`src/rtl/core/cgm_pkg.sv`:
```
// shared types, constants and helper functions of the color gradient map
package cgm_pkg;

  localparam int MAX_WIDTH  = 1024;
  localparam int MAX_HEIGHT = 4096;
  localparam int ROWS_KEPT  = 8;
  localparam int COL_W      = $clog2(MAX_WIDTH);
  localparam int WIDTH_W    = COL_W + 1;
  localparam int ROW_W      = $clog2(MAX_HEIGHT) + 1;
  localparam int ROWSEL_W   = $clog2(ROWS_KEPT);
  localparam int ADDR_W     = ROWSEL_W + COL_W;
  localparam int PIX_W      = 24;
  localparam int ACC_W      = 29;
  localparam int CFG_W      = 18;
  localparam int MAG_W      = 18;
  localparam int ORIENT_W   = 16;
  localparam int CORD_W     = 50;
  localparam int Z_W        = 21;

  localparam logic [15:0] Y_COEF_R  = 16'd13933;
  localparam logic [15:0] Y_COEF_G  = 16'd46871;
  localparam logic [15:0] Y_COEF_B  = 16'd4732;
  localparam logic signed [17:0] CB_COEF = 18'sd35318;
  localparam logic signed [17:0] CR_COEF = 18'sd41615;
  localparam logic [15:0] SMOOTH_MAX = 16'd65280;
  localparam logic signed [Z_W-1:0] PI_Q16 = 21'sd205887;
  localparam logic signed [Z_W-1:0] PI_Q13 = 21'sd25736;
  localparam logic [MAG_W-1:0] MAG_MAX = 18'd262143;

  typedef enum logic [2:0] {
    CFG_IMAGE_WIDTH  = 3'd0,
    CFG_WEIGHT_D0    = 3'd1,
    CFG_WEIGHT_D1    = 3'd2,
    CFG_WEIGHT_D2    = 3'd3,
    CFG_WEIGHT_D4    = 3'd4,
    CFG_WEIGHT_D5    = 3'd5,
    CFG_WEIGHT_D8    = 3'd6,
    CFG_MAG_THRESH   = 3'd7
  } cfg_index_t;

  typedef struct packed {
    logic       command;
    logic [7:0] red;
    logic [7:0] green;
    logic [7:0] blue;
  } in_item_t;

  typedef struct packed {
    logic [MAG_W-1:0]           magnitude;
    logic signed [ORIENT_W-1:0] orientation;
    logic                       orientation_undefined;
    logic [MAG_W-1:0]           frame_max;
    logic                       last;
  } out_item_t;

  typedef struct packed {
    logic [15:0] w0;
    logic [15:0] w1;
    logic [15:0] w2;
    logic [15:0] w4;
    logic [15:0] w5;
    logic [15:0] w8;
  } weights_t;

  typedef struct packed {
    logic [ROW_W-1:0]   oi;
    logic [COL_W-1:0]   oj;
    logic [ROW_W-1:0]   bottom;
    logic [WIDTH_W-1:0] width;
  } job_t;

  typedef struct packed {
    logic [15:0]        y;
    logic signed [16:0] cb;
    logic signed [16:0] cr;
  } ycc_t;

  typedef struct packed {
    logic [MAG_W-1:0]           magnitude;
    logic signed [ORIENT_W-1:0] orientation;
    logic                       undef;
  } grad_res_t;

  function automatic logic [WIDTH_W-1:0] clamp_width(input logic [WIDTH_W-1:0] w);
    logic [WIDTH_W-1:0] r;
    if (w == '0) r = WIDTH_W'(1);
    else if (w > WIDTH_W'(MAX_WIDTH)) r = WIDTH_W'(MAX_WIDTH);
    else r = w;
    return r;
  endfunction

  function automatic logic [15:0] tap_weight(input logic [1:0] ady, input logic [1:0] adx,
                                             input weights_t w);
    logic [15:0] r;
    priority if (ady == 2'd0 && adx == 2'd0) r = w.w0;
    else if ({1'b0, ady} + {1'b0, adx} == 3'd1) r = w.w1;
    else if (ady == 2'd1 && adx == 2'd1) r = w.w2;
    else if ({1'b0, ady} + {1'b0, adx} == 3'd2) r = w.w4;
    else if ({1'b0, ady} + {1'b0, adx} == 3'd3) r = w.w5;
    else r = w.w8;
    return r;
  endfunction

  function automatic logic signed [Z_W-1:0] atan_q16(input logic [3:0] i);
    logic signed [Z_W-1:0] r;
    unique case (i)
      4'd0:    r = 21'sd51472;
      4'd1:    r = 21'sd30386;
      4'd2:    r = 21'sd16055;
      4'd3:    r = 21'sd8150;
      4'd4:    r = 21'sd4091;
      4'd5:    r = 21'sd2047;
      4'd6:    r = 21'sd1024;
      4'd7:    r = 21'sd512;
      4'd8:    r = 21'sd256;
      4'd9:    r = 21'sd128;
      4'd10:   r = 21'sd64;
      4'd11:   r = 21'sd32;
      4'd12:   r = 21'sd16;
      4'd13:   r = 21'sd8;
      4'd14:   r = 21'sd4;
      default: r = 21'sd2;
    endcase
    return r;
  endfunction

endpackage

```
`src/rtl/core/cgm_smooth.sv`:
```
// 5x5 gaussian tap sequencer and luma/chroma conversion for the four corners
module cgm_smooth import cgm_pkg::*; (
  input  logic              clk,
  input  logic              rst_n,
  input  logic              start,
  input  job_t              job,
  input  weights_t          weights,
  input  logic [PIX_W-1:0]  rd_data,
  output logic [ADDR_W-1:0] rd_addr,
  output logic              done,
  output ycc_t [3:0]        corners
);

  typedef enum logic [7:0] {
    SM_IDLE = 8'b0000_0001,
    SM_TAP  = 8'b0000_0010,
    SM_MAC  = 8'b0000_0100,
    SM_RND  = 8'b0000_1000,
    SM_YP   = 8'b0001_0000,
    SM_YS   = 8'b0010_0000,
    SM_CP   = 8'b0100_0000,
    SM_CS   = 8'b1000_0000
  } sm_state_t;

  sm_state_t state_r, state_nxt;
  job_t job_r, job_nxt;
  logic [1:0] corner_r, corner_nxt;
  logic [2:0] dy_r, dy_nxt, dx_r, dx_nxt;
  logic vld_r, vld_nxt;
  logic [15:0] wt_r, wt_nxt;
  logic [ACC_W-1:0] acc_r [3];
  logic [ACC_W-1:0] acc_nxt [3];
  logic [15:0] s_r [3];
  logic [15:0] s_nxt [3];
  logic [31:0] py_r [3];
  logic [31:0] py_nxt [3];
  logic [15:0] y_r, y_nxt;
  logic signed [34:0] pb_r, pb_nxt, pr_r, pr_nxt;
  ycc_t [3:0] corners_r, corners_nxt;

  logic [ROW_W-1:0] ci, ib, trow;
  logic [COL_W-1:0] cj, jr, tcol;
  logic [WIDTH_W-1:0] oj_inc;
  logic signed [ROW_W+1:0] rs;
  logic signed [WIDTH_W:0] cs;
  logic [1:0] ady, adx;
  logic [ACC_W-1:0] rnd_sum;
  logic [20:0] rnd;
  logic [33:0] ysum;
  logic signed [16:0] db, dr;
  logic signed [34:0] cb_t, cr_t;
  logic [7:0] chan [3];

  always_comb begin
    oj_inc = {1'b0, job_r.oj} + WIDTH_W'(1);
    jr = (oj_inc < job_r.width) ? oj_inc[COL_W-1:0] : COL_W'(job_r.width - WIDTH_W'(1));
    ib = (job_r.oi < job_r.bottom) ? job_r.oi + ROW_W'(1) : job_r.bottom;
    ci = corner_r[1] ? ib : job_r.oi;
    cj = corner_r[0] ? jr : job_r.oj;
    rs = $signed({2'b00, ci}) + $signed({{(ROW_W-1){1'b0}}, dy_r}) - (ROW_W+2)'(2);
    cs = $signed({2'b00, cj}) + $signed({{(WIDTH_W-2){1'b0}}, dx_r}) - (WIDTH_W+1)'(2);
    if (rs < 0) trow = '0;
    else if (rs > $signed({2'b00, job_r.bottom})) trow = job_r.bottom;
    else trow = rs[ROW_W-1:0];
    if (cs < 0) tcol = '0;
    else if (cs >= $signed({1'b0, job_r.width})) tcol = COL_W'(job_r.width - WIDTH_W'(1));
    else tcol = cs[COL_W-1:0];
    rd_addr = {trow[ROWSEL_W-1:0], tcol};
    ady = (dy_r >= 3'd2) ? 2'(dy_r - 3'd2) : 2'(3'd2 - dy_r);
    adx = (dx_r >= 3'd2) ? 2'(dx_r - 3'd2) : 2'(3'd2 - dx_r);
  end

  always_comb begin
    state_nxt   = state_r;
    job_nxt     = job_r;
    corner_nxt  = corner_r;
    dy_nxt      = dy_r;
    dx_nxt      = dx_r;
    vld_nxt     = 1'b0;
    wt_nxt      = wt_r;
    s_nxt       = s_r;
    py_nxt      = py_r;
    y_nxt       = y_r;
    pb_nxt      = pb_r;
    pr_nxt      = pr_r;
    corners_nxt = corners_r;
    done        = 1'b0;
    chan[0] = rd_data[23:16];
    chan[1] = rd_data[15:8];
    chan[2] = rd_data[7:0];
    rnd_sum = '0;
    rnd     = '0;
    for (int c = 0; c < 3; c++) begin
      acc_nxt[c] = vld_r ? acc_r[c] + ACC_W'(wt_r * chan[c]) : acc_r[c];
    end
    ysum = 34'(py_r[0]) + 34'(py_r[1]) + 34'(py_r[2]) + 34'd32768;
    db = $signed({1'b0, s_r[2]}) - $signed({1'b0, y_r});
    dr = $signed({1'b0, s_r[0]}) - $signed({1'b0, y_r});
    cb_t = pb_r + 35'sd32768;
    cr_t = pr_r + 35'sd32768;
    unique case (state_r)
      SM_IDLE: begin
        if (start) begin
          job_nxt    = job;
          corner_nxt = '0;
          dy_nxt     = '0;
          dx_nxt     = '0;
          for (int c = 0; c < 3; c++) acc_nxt[c] = '0;
          state_nxt  = SM_TAP;
        end
      end
      SM_TAP: begin
        vld_nxt = 1'b1;
        wt_nxt  = tap_weight(ady, adx, weights);
        if (dx_r == 3'd4) begin
          dx_nxt = '0;
          if (dy_r == 3'd4) state_nxt = SM_MAC;
          else dy_nxt = dy_r + 3'd1;
        end else begin
          dx_nxt = dx_r + 3'd1;
        end
      end
      SM_MAC: state_nxt = SM_RND;
      SM_RND: begin
        for (int c = 0; c < 3; c++) begin
          rnd_sum = acc_r[c] + ACC_W'(128);
          rnd = rnd_sum[ACC_W-1:8];
          s_nxt[c] = (rnd > 21'(SMOOTH_MAX)) ? SMOOTH_MAX : rnd[15:0];
        end
        state_nxt = SM_YP;
      end
      SM_YP: begin
        py_nxt[0] = Y_COEF_R * s_r[0];
        py_nxt[1] = Y_COEF_G * s_r[1];
        py_nxt[2] = Y_COEF_B * s_r[2];
        state_nxt = SM_YS;
      end
      SM_YS: begin
        y_nxt = ysum[31:16];
        state_nxt = SM_CP;
      end
      SM_CP: begin
        pb_nxt = db * CB_COEF;
        pr_nxt = dr * CR_COEF;
        state_nxt = SM_CS;
      end
      SM_CS: begin
        corners_nxt[corner_r].y  = y_r;
        corners_nxt[corner_r].cb = cb_t[32:16];
        corners_nxt[corner_r].cr = cr_t[32:16];
        dy_nxt = '0;
        dx_nxt = '0;
        if (corner_r == 2'd3) begin
          done = 1'b1;
          state_nxt = SM_IDLE;
        end else begin
          corner_nxt = corner_r + 2'd1;
          for (int c = 0; c < 3; c++) acc_nxt[c] = '0;
          state_nxt = SM_TAP;
        end
      end
      default: state_nxt = SM_IDLE;
    endcase
  end

  always_ff @(posedge clk) begin
    if (!rst_n) begin
      state_r <= SM_IDLE;
      vld_r   <= 1'b0;
    end else begin
      state_r <= state_nxt;
      vld_r   <= vld_nxt;
    end
    job_r     <= job_nxt;
    corner_r  <= corner_nxt;
    dy_r      <= dy_nxt;
    dx_r      <= dx_nxt;
    wt_r      <= wt_nxt;
    acc_r     <= acc_nxt;
    s_r       <= s_nxt;
    py_r      <= py_nxt;
    y_r       <= y_nxt;
    pb_r      <= pb_nxt;
    pr_r      <= pr_nxt;
    corners_r <= corners_nxt;
  end

  assign corners = corners_r;

endmodule

```
`config.mk`:
```
export PLATFORM = sky130hd
export DESIGN_NAME = cgm_smooth
export DESIGN_NICKNAME = d
export VERILOG_FILES = /design/src/rtl/core/cgm_pkg.sv /design/src/rtl/core/cgm_smooth.sv
export SDC_FILE = /design/constraint.sdc
export NUM_CORES = 2
export LEC_CHECK = 0
export ABC_AREA = 1
export BUFFER_PORTS_ARGS = -buffer_cell sky130_fd_sc_hd__buf_2
export CAP_MARGIN = 20
export CORE_ASPECT_RATIO = 0.9
export CORE_MARGIN = 2
export CORE_UTILIZATION = 49
export DETAILED_ROUTE_END_ITERATION = 10
export GPL_ROUTABILITY_DRIVEN = 0
export PLACE_DENSITY = 0.73
export SLEW_MARGIN = 10
export SYNTH_ARGS = -nofsm -noshare
export SYNTH_HDL_FRONTEND = slang
export SYNTH_SLANG_ARGS = --single-unit
export TNS_END_PERCENT = 30
```
`constraint.sdc`:
```
create_clock -name clk -period 11.7 [get_ports clk]
set_input_delay 1.17 -clock clk [delete_from_list [all_inputs] [get_ports clk]]
set_output_delay 1.17 -clock clk [all_outputs]
set_load 0.01 [all_outputs]
```
==> qor.yml <==
status: "finished, final reports clean"
grt_max_degree: 82
cts.repair.resized: 0
switching_power_mw: 4.95
synthTopCellsByArea: "fa_1, edfxtp_1, ha_1"
drv_cap: 0
worstSetupEndpointType: "primary output"
instances_no_fill: 9866
cp-start-kind: "register"
drive_gt1_share_pct: 7.41
place_ws_ps: 3690
path_clk_slew_ps: 60
setup_violations: 0
rr_worst_depth: 34
ys_seq_area_share_pct: 23.4
hpwl_um: 143000
drtIter0Drc: 4534
path_class: "reg2out"
io-pin-count: 384
clk_path_buf_depth: 3
hold_depth: 2
cp.arrival_ps: 7370
ir_drop_v: 0.000180
grt_pass1_vias: 53804
min_period_ps: 8540
tightest_slew_ps: 1210
wirelength_um: 175000
antenna_found_initial: 6
wl_per_cell_um: 17.8
async_reset_ff_share_pct: 0
syn_nets: 9469
die_y_um: 356
synthFlopType: "edfxtp_1"
area_delta_synth_final_pct: 9.20
cts_tree: "done"
grt_usage_pct: 25.0
worstPathRequired_ps: 10530
dr.pass1.iters: 6
start_util_pct: 49.5
ys_warn_count: 0
power_frac_clock_pct: 19.6
dp.cells: 9742
port_buffers: 383
internal_power_mw: 5.64
rows: 128
max_freq_ghz: 0.117
vias: 53180
cts_buffers: 61
slowest_stage: "edfxtp_1"
fin_ws_ps: 3160
drc_errors: 0
synthTopCellsByCount: "inv_1, nand2_1, ha_1"
cpPeakStageDelay_ps: 460
ys_types: 66
die_w_um: 395
leakage_nw: 37.3
clock_latency_ps: 710
cts_setup_buffers: 0
skew_ps: 26.0
syn_avg_cell_area_um2: 8.80
fillers: 12150
clockRootBuffer: "clkbuf_16"
die_area_mm2: 0.140
swShare_pct: 46.8
slew_viol_final: 0
h-tree-depth: 2
hold_buffers: 0
worst_hold_path_type: "reg2reg"
p_per_area_mw_per_mm2: 144
ys_ff_latch: 556
layout.nets: 9813
netlist_area_mm2: 0.0673
seqPwrFrac_pct: 22.1
grt_pass1_wl_um: 283000
rsz0062_at_grt: "false"
cts_sinks: 556
grt.overflow.total: 0
antenna_left: 0
synth_top_cell_by_area: "fa_1"
viasPerCell: 5.39
maxSlewHeadroom_pct: 19.1
yosys.cell_count.top_type: "inv_1"
coreArea_mm2: 0.136
synth_edf_count: 460
combPwrFrac_pct: 58.3
synthCells: 7647
synth_top_area_share_pct: 22.9
setup_tns_ps: 0
hold_viol_final: 0
period_share_pct: 73.0
path_max_fanout: 15
[path summary, 6_finish.rpt]
path	from	to	slack, ps
worst max register to register	s_r[0]$_SDFFCE_PN0P_	pb_r[29]$_DFFE_PP_	3620
worst min-delay path	acc_r[64]$_DFF_P_	acc_r[64]$_DFF_P_	490
worst max-delay path	job_r[24]$_DFFE_PP_	rd_addr[2]	3160
worst min register to register	acc_r[64]$_DFF_P_	acc_r[64]$_DFF_P_	490
[power by group through the flow]
stage / Combinational, mW / Sequential, mW / Clock [mW]
after floorplan: 4.52 / 2.34 / 0
after global placement: 5.89 / 2.39 / 0
after detailed placement: 6.02 / 2.39 / 0
after CTS: 6.08 / 2.35 / 2.11
after global routing: 6.97 / 2.35 / 2.19
final: 6.18 / 2.34 / 2.07
[cell usage in the layout, fill, tap and decap left out, drive strengths merged, types with 34 or more instances in the layout]
master,count
a31oi,37
xnor2,90
a21oi,398
nand4,100
buf,416
a211oi,34
inv,1666
a21o,47
o21ai,289
xor2,218
o211ai,59
ha,881
nand3,246
nor2,499
dfxtp,96
nand2,1358
clkbuf,70
nor3,87
edfxtp,460
fa,771
[through the flow]
stage	utilization [%]	power, mW	hold WS [ps]	cell area (um^2)
2_1_floorplan	-	6.86	463	67300
3_3_place_gp	52.4	8.28	472	71200
3_5_place_dp	52.4	8.41	479	71200
4_1_cts	54.0	10.5	489	73300
5_1_grt	54.1	11.5	518	73500
6_report	54.1	10.6	488	73500
[cells by family after synthesis]
| logic type | count (synthesis) | synth area share, % |
|---|---|---|
| xor gates and xnor gates | 308 | 4.13 |
| adders and majority gates | 1653 | 39.3 |
| AOI/OAI and AO/OA | 949 | 8.07 |
| muxes | 17 | 0.253 |
| and+or+nand+nor | 2359 | 14.7 |
| buffers and inverters | 1805 | 10.1 |
| DFF | 556 | 23.4 |
[area by class of cell]
cell class | count | area (um^2) | share of cell area, %
Sequential cell | 556 | 15700 | 21.4
Tap cell | 1820 | 2280 | 3.10
Clock inverter | 46 | 542 | 0.737
Antenna cell | 4 | 10.0 | 0.0136
Clock buffer | 68 | 1570 | 2.14
Inverter | 1668 | 6260 | 8.52
Timing Repair Buffer | 418 | 2260 | 3.08
Multi-Input combinational cell | 5286 | 44800 | 61.0
[per-layer routing]
| layer | vias to the layer above | global-route usage [%] | share of wire, % |
|---|---|---|---|
| met4 | 2 | 7.56 | 3.2 |
| met2 | 2098 | 41.6 | 46 |
| met5 | - | 0 | 0.017 |
| met1 | 25602 | 33.8 | 43 |
| li1 | 25149 | - | - |
| met3 | 329 | 3.85 | 7.4 |
[state kept, by name (all words and copies together), names as in the netlist, 2 cells and up]
name / flops
s_r: 48
pr_r: 18
job_r: 47
dx_r: 3
dy_r: 3
corners: 200
py_r: 89
corner_r: 2
wt_r: 16
state_r: 8
y_r: 16
acc_r: 87
pb_r: 18
[critical path: cells and delay by family (launching register included)]
family          cells  cell delay (ps)
fa+ha+maj           6             1740
simple gates       12             1680
buf+inv             6              820
xor+xnor            2              360
compound gates     10             1610
flops               1              460
Note: power is estimated with default switching activity, not from simulation.
