$ cat src/rtl/core/cgm_pkg.sv
// shared types, constants and helper functions of the color gradient map
package cgm_pkg;

  localparam int MAX_WIDTH  = 1024;
  localparam int MAX_HEIGHT = 4096;
  localparam int ROWS_KEPT  = 8;
  localparam int COL_W      = $clog2(MAX_WIDTH);
  localparam int WIDTH_W    = COL_W + 1;
  localparam int ROW_W      = $clog2(MAX_HEIGHT) + 1;
  localparam int ROWSEL_W   = $clog2(ROWS_KEPT);
  localparam int ADDR_W     = ROWSEL_W + COL_W;
  localparam int PIX_W      = 24;
  localparam int ACC_W      = 29;
  localparam int CFG_W      = 18;
  localparam int MAG_W      = 18;
  localparam int ORIENT_W   = 16;
  localparam int CORD_W     = 50;
  localparam int Z_W        = 21;

  localparam logic [15:0] Y_COEF_R  = 16'd13933;
  localparam logic [15:0] Y_COEF_G  = 16'd46871;
  localparam logic [15:0] Y_COEF_B  = 16'd4732;
  localparam logic signed [17:0] CB_COEF = 18'sd35318;
  localparam logic signed [17:0] CR_COEF = 18'sd41615;
  localparam logic [15:0] SMOOTH_MAX = 16'd65280;
  localparam logic signed [Z_W-1:0] PI_Q16 = 21'sd205887;
  localparam logic signed [Z_W-1:0] PI_Q13 = 21'sd25736;
  localparam logic [MAG_W-1:0] MAG_MAX = 18'd262143;

  typedef enum logic [2:0] {
    CFG_IMAGE_WIDTH  = 3'd0,
    CFG_WEIGHT_D0    = 3'd1,
    CFG_WEIGHT_D1    = 3'd2,
    CFG_WEIGHT_D2    = 3'd3,
    CFG_WEIGHT_D4    = 3'd4,
    CFG_WEIGHT_D5    = 3'd5,
    CFG_WEIGHT_D8    = 3'd6,
    CFG_MAG_THRESH   = 3'd7
  } cfg_index_t;

  typedef struct packed {
    logic       command;
    logic [7:0] red;
    logic [7:0] green;
    logic [7:0] blue;
  } in_item_t;

  typedef struct packed {
    logic [MAG_W-1:0]           magnitude;
    logic signed [ORIENT_W-1:0] orientation;
    logic                       orientation_undefined;
    logic [MAG_W-1:0]           frame_max;
    logic                       last;
  } out_item_t;

  typedef struct packed {
    logic [15:0] w0;
    logic [15:0] w1;
    logic [15:0] w2;
    logic [15:0] w4;
    logic [15:0] w5;
    logic [15:0] w8;
  } weights_t;

  typedef struct packed {
    logic [ROW_W-1:0]   oi;
    logic [COL_W-1:0]   oj;
    logic [ROW_W-1:0]   bottom;
    logic [WIDTH_W-1:0] width;
  } job_t;

  typedef struct packed {
    logic [15:0]        y;
    logic signed [16:0] cb;
    logic signed [16:0] cr;
  } ycc_t;

  typedef struct packed {
    logic [MAG_W-1:0]           magnitude;
    logic signed [ORIENT_W-1:0] orientation;
    logic                       undef;
  } grad_res_t;

  function automatic logic [WIDTH_W-1:0] clamp_width(input logic [WIDTH_W-1:0] w);
    logic [WIDTH_W-1:0] r;
    if (w == '0) r = WIDTH_W'(1);
    else if (w > WIDTH_W'(MAX_WIDTH)) r = WIDTH_W'(MAX_WIDTH);
    else r = w;
    return r;
  endfunction

  function automatic logic [15:0] tap_weight(input logic [1:0] ady, input logic [1:0] adx,
                                             input weights_t w);
    logic [15:0] r;
    priority if (ady == 2'd0 && adx == 2'd0) r = w.w0;
    else if ({1'b0, ady} + {1'b0, adx} == 3'd1) r = w.w1;
    else if (ady == 2'd1 && adx == 2'd1) r = w.w2;
    else if ({1'b0, ady} + {1'b0, adx} == 3'd2) r = w.w4;
    else if ({1'b0, ady} + {1'b0, adx} == 3'd3) r = w.w5;
    else r = w.w8;
    return r;
  endfunction

  function automatic logic signed [Z_W-1:0] atan_q16(input logic [3:0] i);
    logic signed [Z_W-1:0] r;
    unique case (i)
      4'd0:    r = 21'sd51472;
      4'd1:    r = 21'sd30386;
      4'd2:    r = 21'sd16055;
      4'd3:    r = 21'sd8150;
      4'd4:    r = 21'sd4091;
      4'd5:    r = 21'sd2047;
      4'd6:    r = 21'sd1024;
      4'd7:    r = 21'sd512;
      4'd8:    r = 21'sd256;
      4'd9:    r = 21'sd128;
      4'd10:   r = 21'sd64;
      4'd11:   r = 21'sd32;
      4'd12:   r = 21'sd16;
      4'd13:   r = 21'sd8;
      4'd14:   r = 21'sd4;
      default: r = 21'sd2;
    endcase
    return r;
  endfunction

endpackage

$ cat src/rtl/core/cgm_grad.sv
// 2x2 gradient, iterative square root and iterative cordic orientation
module cgm_grad import cgm_pkg::*; (
  input  logic             clk,
  input  logic             rst_n,
  input  logic             start,
  input  ycc_t [3:0]       corners,
  input  logic [MAG_W-1:0] threshold,
  output logic             done,
  output grad_res_t        result
);

  typedef enum logic [6:0] {
    G_IDLE = 7'b000_0001,
    G_DIFF = 7'b000_0010,
    G_SQ   = 7'b000_0100,
    G_SQRT = 7'b000_1000,
    G_MAG  = 7'b001_0000,
    G_CORD = 7'b010_0000,
    G_FIN  = 7'b100_0000
  } g_state_t;

  g_state_t state_r, state_nxt;
  logic signed [19:0] g_r [6];
  logic signed [19:0] g_nxt [6];
  logic signed [21:0] sx_r, sx_nxt, sy_r, sy_nxt;
  logic [2:0] idx_r, idx_nxt;
  logic [37:0] sumsq_r, sumsq_nxt;
  logic [37:0] rem_r, rem_nxt, bit_r, bit_nxt;
  logic [38:0] root_r, root_nxt;
  logic signed [CORD_W-1:0] x_r, x_nxt, y_r, y_nxt;
  logic signed [Z_W-1:0] z_r, z_nxt;
  logic [3:0] it_r, it_nxt;
  grad_res_t res_r, res_nxt;

  logic signed [17:0] cv [4][3];
  logic signed [39:0] sq;
  logic [38:0] trial;
  logic [19:0] mag_full;
  logic [MAG_W-1:0] mag;
  logic signed [CORD_W-1:0] xs, ys, shx, shy;
  logic signed [Z_W-1:0] zr;

  always_comb begin
    for (int k = 0; k < 4; k++) begin
      cv[k][0] = $signed({2'b00, corners[k].y});
      cv[k][1] = 18'(corners[k].cb);
      cv[k][2] = 18'(corners[k].cr);
    end
  end

  always_comb begin
    state_nxt = state_r;
    g_nxt     = g_r;
    sx_nxt    = sx_r;
    sy_nxt    = sy_r;
    idx_nxt   = idx_r;
    sumsq_nxt = sumsq_r;
    rem_nxt   = rem_r;
    bit_nxt   = bit_r;
    root_nxt  = root_r;
    x_nxt     = x_r;
    y_nxt     = y_r;
    z_nxt     = z_r;
    it_nxt    = it_r;
    res_nxt   = res_r;
    done      = 1'b0;
    sq        = g_r[idx_r] * g_r[idx_r];
    trial     = root_r + 39'(bit_r);
    mag_full  = 20'((root_r + 39'd1) >> 1);
    mag       = (mag_full > 20'(MAG_MAX)) ? MAG_MAX : mag_full[MAG_W-1:0];
    xs        = {{(CORD_W-46){sx_r[21]}}, sx_r, 24'd0};
    ys        = {{(CORD_W-46){sy_r[21]}}, sy_r, 24'd0};
    shx       = y_r >>> it_r;
    shy       = x_r >>> it_r;
    zr        = (z_r + 21'sd4) >>> 3;
    unique case (state_r)
      G_IDLE: if (start) state_nxt = G_DIFF;
      G_DIFF: begin
        sx_nxt = '0;
        sy_nxt = '0;
        for (int c = 0; c < 3; c++) begin
          g_nxt[2*c]   = 20'(cv[1][c]) + 20'(cv[3][c]) - 20'(cv[0][c]) - 20'(cv[2][c]);
          g_nxt[2*c+1] = 20'(cv[0][c]) + 20'(cv[1][c]) - 20'(cv[2][c]) - 20'(cv[3][c]);
          sx_nxt = sx_nxt + 22'(g_nxt[2*c]);
          sy_nxt = sy_nxt + 22'(g_nxt[2*c+1]);
        end
        idx_nxt   = '0;
        sumsq_nxt = '0;
        state_nxt = G_SQ;
      end
      G_SQ: begin
        sumsq_nxt = sumsq_r + sq[37:0];
        if (idx_r == 3'd5) begin
          rem_nxt   = sumsq_r + sq[37:0];
          root_nxt  = '0;
          bit_nxt   = 38'd1 << 36;
          state_nxt = G_SQRT;
        end else begin
          idx_nxt = idx_r + 3'd1;
        end
      end
      G_SQRT: begin
        if (39'(rem_r) >= trial) begin
          rem_nxt  = 38'(39'(rem_r) - trial);
          root_nxt = (root_r >> 1) + 39'(bit_r);
        end else begin
          root_nxt = root_r >> 1;
        end
        bit_nxt = bit_r >> 2;
        if (bit_r == 38'd1) state_nxt = G_MAG;
      end
      G_MAG: begin
        res_nxt.magnitude   = mag;
        res_nxt.undef       = mag < threshold;
        res_nxt.orientation = '0;
        it_nxt = '0;
        if (mag < threshold || (sx_r == '0 && sy_r == '0)) begin
          done = 1'b1;
          state_nxt = G_IDLE;
        end else begin
          if (sx_r < 0) begin
            z_nxt = (sy_r >= 0) ? PI_Q16 : -PI_Q16;
            x_nxt = -xs;
            y_nxt = -ys;
          end else begin
            z_nxt = '0;
            x_nxt = xs;
            y_nxt = ys;
          end
          state_nxt = G_CORD;
        end
      end
      G_CORD: begin
        if (y_r >= 0) begin
          x_nxt = x_r + shx;
          y_nxt = y_r - shy;
          z_nxt = z_r + atan_q16(it_r);
        end else begin
          x_nxt = x_r - shx;
          y_nxt = y_r + shy;
          z_nxt = z_r - atan_q16(it_r);
        end
        it_nxt = it_r + 4'd1;
        if (it_r == 4'd15) state_nxt = G_FIN;
      end
      G_FIN: begin
        if (zr > PI_Q13) res_nxt.orientation = ORIENT_W'(PI_Q13);
        else if (zr < -PI_Q13) res_nxt.orientation = ORIENT_W'(-PI_Q13);
        else res_nxt.orientation = zr[ORIENT_W-1:0];
        done = 1'b1;
        state_nxt = G_IDLE;
      end
      default: state_nxt = G_IDLE;
    endcase
  end

  always_ff @(posedge clk) begin
    if (!rst_n) begin
      state_r <= G_IDLE;
    end else begin
      state_r <= state_nxt;
    end
    g_r     <= g_nxt;
    sx_r    <= sx_nxt;
    sy_r    <= sy_nxt;
    idx_r   <= idx_nxt;
    sumsq_r <= sumsq_nxt;
    rem_r   <= rem_nxt;
    bit_r   <= bit_nxt;
    root_r  <= root_nxt;
    x_r     <= x_nxt;
    y_r     <= y_nxt;
    z_r     <= z_nxt;
    it_r    <= it_nxt;
    res_r   <= res_nxt;
  end

  assign result = res_r;

endmodule

$ cat config.mk
export PLATFORM = sky130hd
export DESIGN_NAME = cgm_grad
export DESIGN_NICKNAME = d
export VERILOG_FILES = /design/src/rtl/core/cgm_pkg.sv /design/src/rtl/core/cgm_grad.sv
export SDC_FILE = /design/constraint.sdc
export NUM_CORES = 2
export LEC_CHECK = 0
export BUFFER_PORTS_ARGS = -buffer_cell sky130_fd_sc_hd__buf_2
export CAP_MARGIN = 5
export CELL_PAD_IN_SITES_DETAIL_PLACEMENT = 1
export CELL_PAD_IN_SITES_GLOBAL_PLACEMENT = 1
export CORE_ASPECT_RATIO = 0.75
export CORE_UTILIZATION = 40
export CTS_CLUSTER_SIZE = 12
export DETAILED_ROUTE_END_ITERATION = 8
export PLACE_DENSITY = 0.65
export SYNTH_ARGS = -nofsm -noshare
export SYNTH_HDL_FRONTEND = slang
export SYNTH_SLANG_ARGS = --single-unit
$ cat constraint.sdc
create_clock -name clk -period 28.2 [get_ports clk]
set_input_delay 4.23 -clock clk [delete_from_list [all_inputs] [get_ports clk]]
set_output_delay 4.23 -clock clk [all_outputs]
set_load 0.02 [all_outputs]
==> summary.txt <==
Run status
  – Status: finished clean

Floorplan
  – Cell row count: 127
  – Die width: roughly 470 µm
  – Core Footprint: around 160000 µm²
  – Total I/O pin count: between 200 and 300
  – Die ar.: roughly 160000 µm²
  – Die H: roughly 350 µm
  – Starting density of the core: between 40% and 50%

Timing
  – Fmax: ~90 MHz
  – Slew Limit Fails: 0
  – Final min period: between 10 and 15 ns
  – Fin. Hold Viols: 0
  – RSZ-0062 raised after global routing: no
  – Tightest Pin Transition: 1.16 ns
  – Final setup fails: 0
  – Worst slew margin: between 20% and 30%
  – Hold Worst Slack: between 0.6 and 0.7 ns
  – Setup TNS: 0 ns
  – Final worst-path cycle share: between 30% and 40%
  – Clock skew: about 0.048 ns

Placement
  – HPWL after DPL: 166 mm
  – IO Port Bufs: ~260
  – Global placer's final weighted congestion: roughly 0.9
  – Dpl cells: 9051

Layout
  – Area growth syn-to-layout: 8.99%
  – Fillers: 18300
  – Layout cells sized above 1: a little under a tenth
  – # nets final: about 8400
  – Util after Layout: between 40% and 50%
  – Final std cells w/o fill: 9181

Critical path
  – Worst path bufs/invs: 3
  – Most frequent CP cell: a21o_1
  – Crit-path cells: buf_2 > inv_1 > ha_1 > a21o_1 > a21o_1 > a21o_1 > a21o_1 > a21oi_1 > or2_2 > a31oi_1 > a211oi_1 > a21o_1 > nand2_1 > nand2_1 > buf_2
  – Slowest stage delay, CP: around 0.53 ns
  – Crit path DAT: 6.86 ns
  – Crit-path max FO: 3
  – Startpoint types: input pin
  – Worst Setup End Kind: output port
  – Worst path slowest cell: a211oi_1
  – Delay-heaviest family, CP: compound AO/OA/AOI/OAI gates
  – Worst Path Class, Setup: in -> out
  – Critical path required time: roughly 24 ns

Routing
  – First DRT Iteration DRCs: 3416
  – Via Count: 51400
  – Post-Route WL: 203 mm
  – DR WL/cell: ~22 µm
  – Final ANT Viol Nets: 0
  – Detailed Routing Iterations Pass 1: 5
  – # DRC: 0
  – Via/cell ratio: 5.60

Clock network
  – Post-CTS setup buffers: 0
  – Clock buffer depth: 3
  – Resized cells post-CTS: 0
  – Reg clk slew, reported paths: 0.06 ns
  – CTS H-Tree Depth: 3
  – # hold bufs at CTS: 0
  – CTS Root Cell: clkbuf_16
  – Clock sink count: a little under 500
  – Num CTS Buffers: 66
  – CTS tree: done
  – Worst-Skew Late Latency: 0.70 ns

Global route
  – Met3 Track Usage GR: under 10%
  – Vias in the first global route: approximately 54000
  – Total gr overflow: 0
  – Met2 Usage GRT: 38.1%
  – Largest net degree at the start of global routing: 90
  – Initial antenna violation count: 17
  – GR Util met1: 37.5%
  – First-pass GRT wire length: between 300 and 400 mm
  – Busiest grt layer: met2
  – Total GRT Usage: between 20% and 30%

Synth
  – Synth top area share: roughly a fifth
  – Syn. warnings: 0
  – Synth top area cells: edfxtp_1 (21%), fa_1 (19%), ha_1 (11%)
  – Sequential-to-total area share from yosys stat: 21.9%
  – Synth Net Count: 8233
  – Distinct cell type count after synthesis: 89
  – Yosys top cell by area: edfxtp_1
  – Synthesized area: around 65000 µm²
  – Average size of a mapped cell: about 9.5 µm²
  – Post-synthesis instance total: roughly 6800
  – Post-synth EDFFs: between 400 and 500
  – Ys async rst share: 0%
  – Top_reg_cell synth: edfxtp_1
  – Register bit total from synthesis: slightly below 500

Job
  – Max_cap viols: 0

Power
  – Pleak: roughly 31 nW
  – Pwr Density: ~110 nW/µm²
  – Total Power: between 7 and 8 mW
  – Peak VDD IR: ~0.14 mV

Worst hold path
  – Worst hold path type: reg -> reg
==> synth_stat cells, drive strengths merged, types with 12 or more instances <==
cell       n
a211o     17
a211oi    68
a21o     197
a21oi    371
a221oi    12
a31o      25
a31oi     64
a41oi     16
and2      55
and3      57
buf       57
clkbuf   166
dfxtp     23
edfxtp   459
fa       630
ha       553
inv     1012
mux2      35
mux2i     95
mux4     137
nand2    540
nand2b    60
nand3    111
nand3b    16
nand4     49
nor2     486
nor2b     49
nor3     109
nor4      22
o211ai    23
o21a      55
o21ai    317
o21bai    58
o31ai     56
o41ai     21
or2       22
or3       36
or4       25
xnor2    371
xor2     216
==> registers in the layout (all words and copies together), names as in the netlist, named ones only <==
register  count
sy_r         22
sx_r         22
it_r          4
x_r          50
root_r       39
z_r          21
bit_r        19
idx_r         3
g_r         118
rem_r        38
sumsq_r      38
y_r          50
result       35
state_r       7
==> worst register-to-register path: cells and delay by family, from the launching register on <==
kind / cells / cell delay (ns)
AO/OA/AOI/OAI: 9 / 3.27
flip-flops: 1 / 0.33
XOR/XNOR: 1 / 0.29
AND/OR/NAND/NOR: 2 / 0.19
adder cells (fa/ha/maj): 8 / 3.90
buffers and inverters: 9 / 1.71
multiplexers: 2 / 0.73
==> kinds of logic after synthesis <==
group           after synthesis  synth area share [%]
fa+ha+maj                  1183                  30.1
mux                         267                  6.92
xor+xnor                    587                  7.92
simple gates               1670                  12.0
flops                       482                  21.9
compound gates             1398                  13.8
buf+inv                    1242                  7.33
==> final cells by class <==
type	count	area [µm²]	area share [%]
Antenna cell	10	25.0	0.0354
Clock buffer	86	1810	2.56
Clock inverter	34	442	0.624
Inverter	1019	3830	5.42
Multi-Input combinational cell	5105	46000	65.0
Sequential cell	482	14200	20.1
Tap cell	2128	2660	3.76
Timing Repair Buffer	317	1740	2.46
==> per-layer routing <==
| metal | routed length, µm | vias to the layer above |
|---|---|---|
| li1 | - | 23800 |
| met1 | 101000 | 26100 |
| met2 | 87600 | 1245 |
| met3 | 11200 | 189 |
| met4 | 3350 | 12 |
| met5 | 74 | - |
==> power by group <==
| group | internal [mW] | switching (mW) | total [mW] |
|---|---|---|---|
| combinational | 2.31 | 3.48 | 5.78 |
| sequential | 1.15 | 0.0262 | 1.18 |
| clock | 0.508 | 0.375 | 0.884 |
| total | 3.96 | 3.88 | 7.85 |
==> path summary, 6_finish.rpt <==
| check | from | endpoint | slack (ns) | cells past startpoint |
|---|---|---|---|---|
| worst max-delay path | threshold[3] | done | 17.11 | 15 |
| worst min-delay path | state_r[4]$_SDFFE_PN0P_ | state_r[4]$_SDFFE_PN0P_ | 0.60 | 2 |
| worst max register to register | idx_r[0]$_SDFFCE_PN0P_ | rem_r[37]$_DFFE_PP_ | 17.49 | 31 |
| worst min register to register | state_r[4]$_SDFFE_PN0P_ | state_r[4]$_SDFFE_PN0P_ | 0.60 | 2 |
==> cells in the final DEF (no fill, tap or decap), drive strengths merged, types with 86 or more instances in the layout <==
master,count
nand2,540
nor2,486
mux4,137
nor3,109
o21ai,317
inv,1017
nand3,111
mux2i,95
buf,317
clkbuf,86
xnor2,371
a21oi,371
ha,553
xor2,216
fa,630
a21o,197
edfxtp,459
==> per-stage QoR <==
stage	area, µm²	setup WS, ns
3_5_place_dp	68500	16.98
2_1_floorplan	64900	13.37
4_1_cts	70700	17.06
3_3_place_gp	68500	17.02
5_1_grt	70700	16.86
6_report	70800	17.11
(Power assumes the default switching activity.)
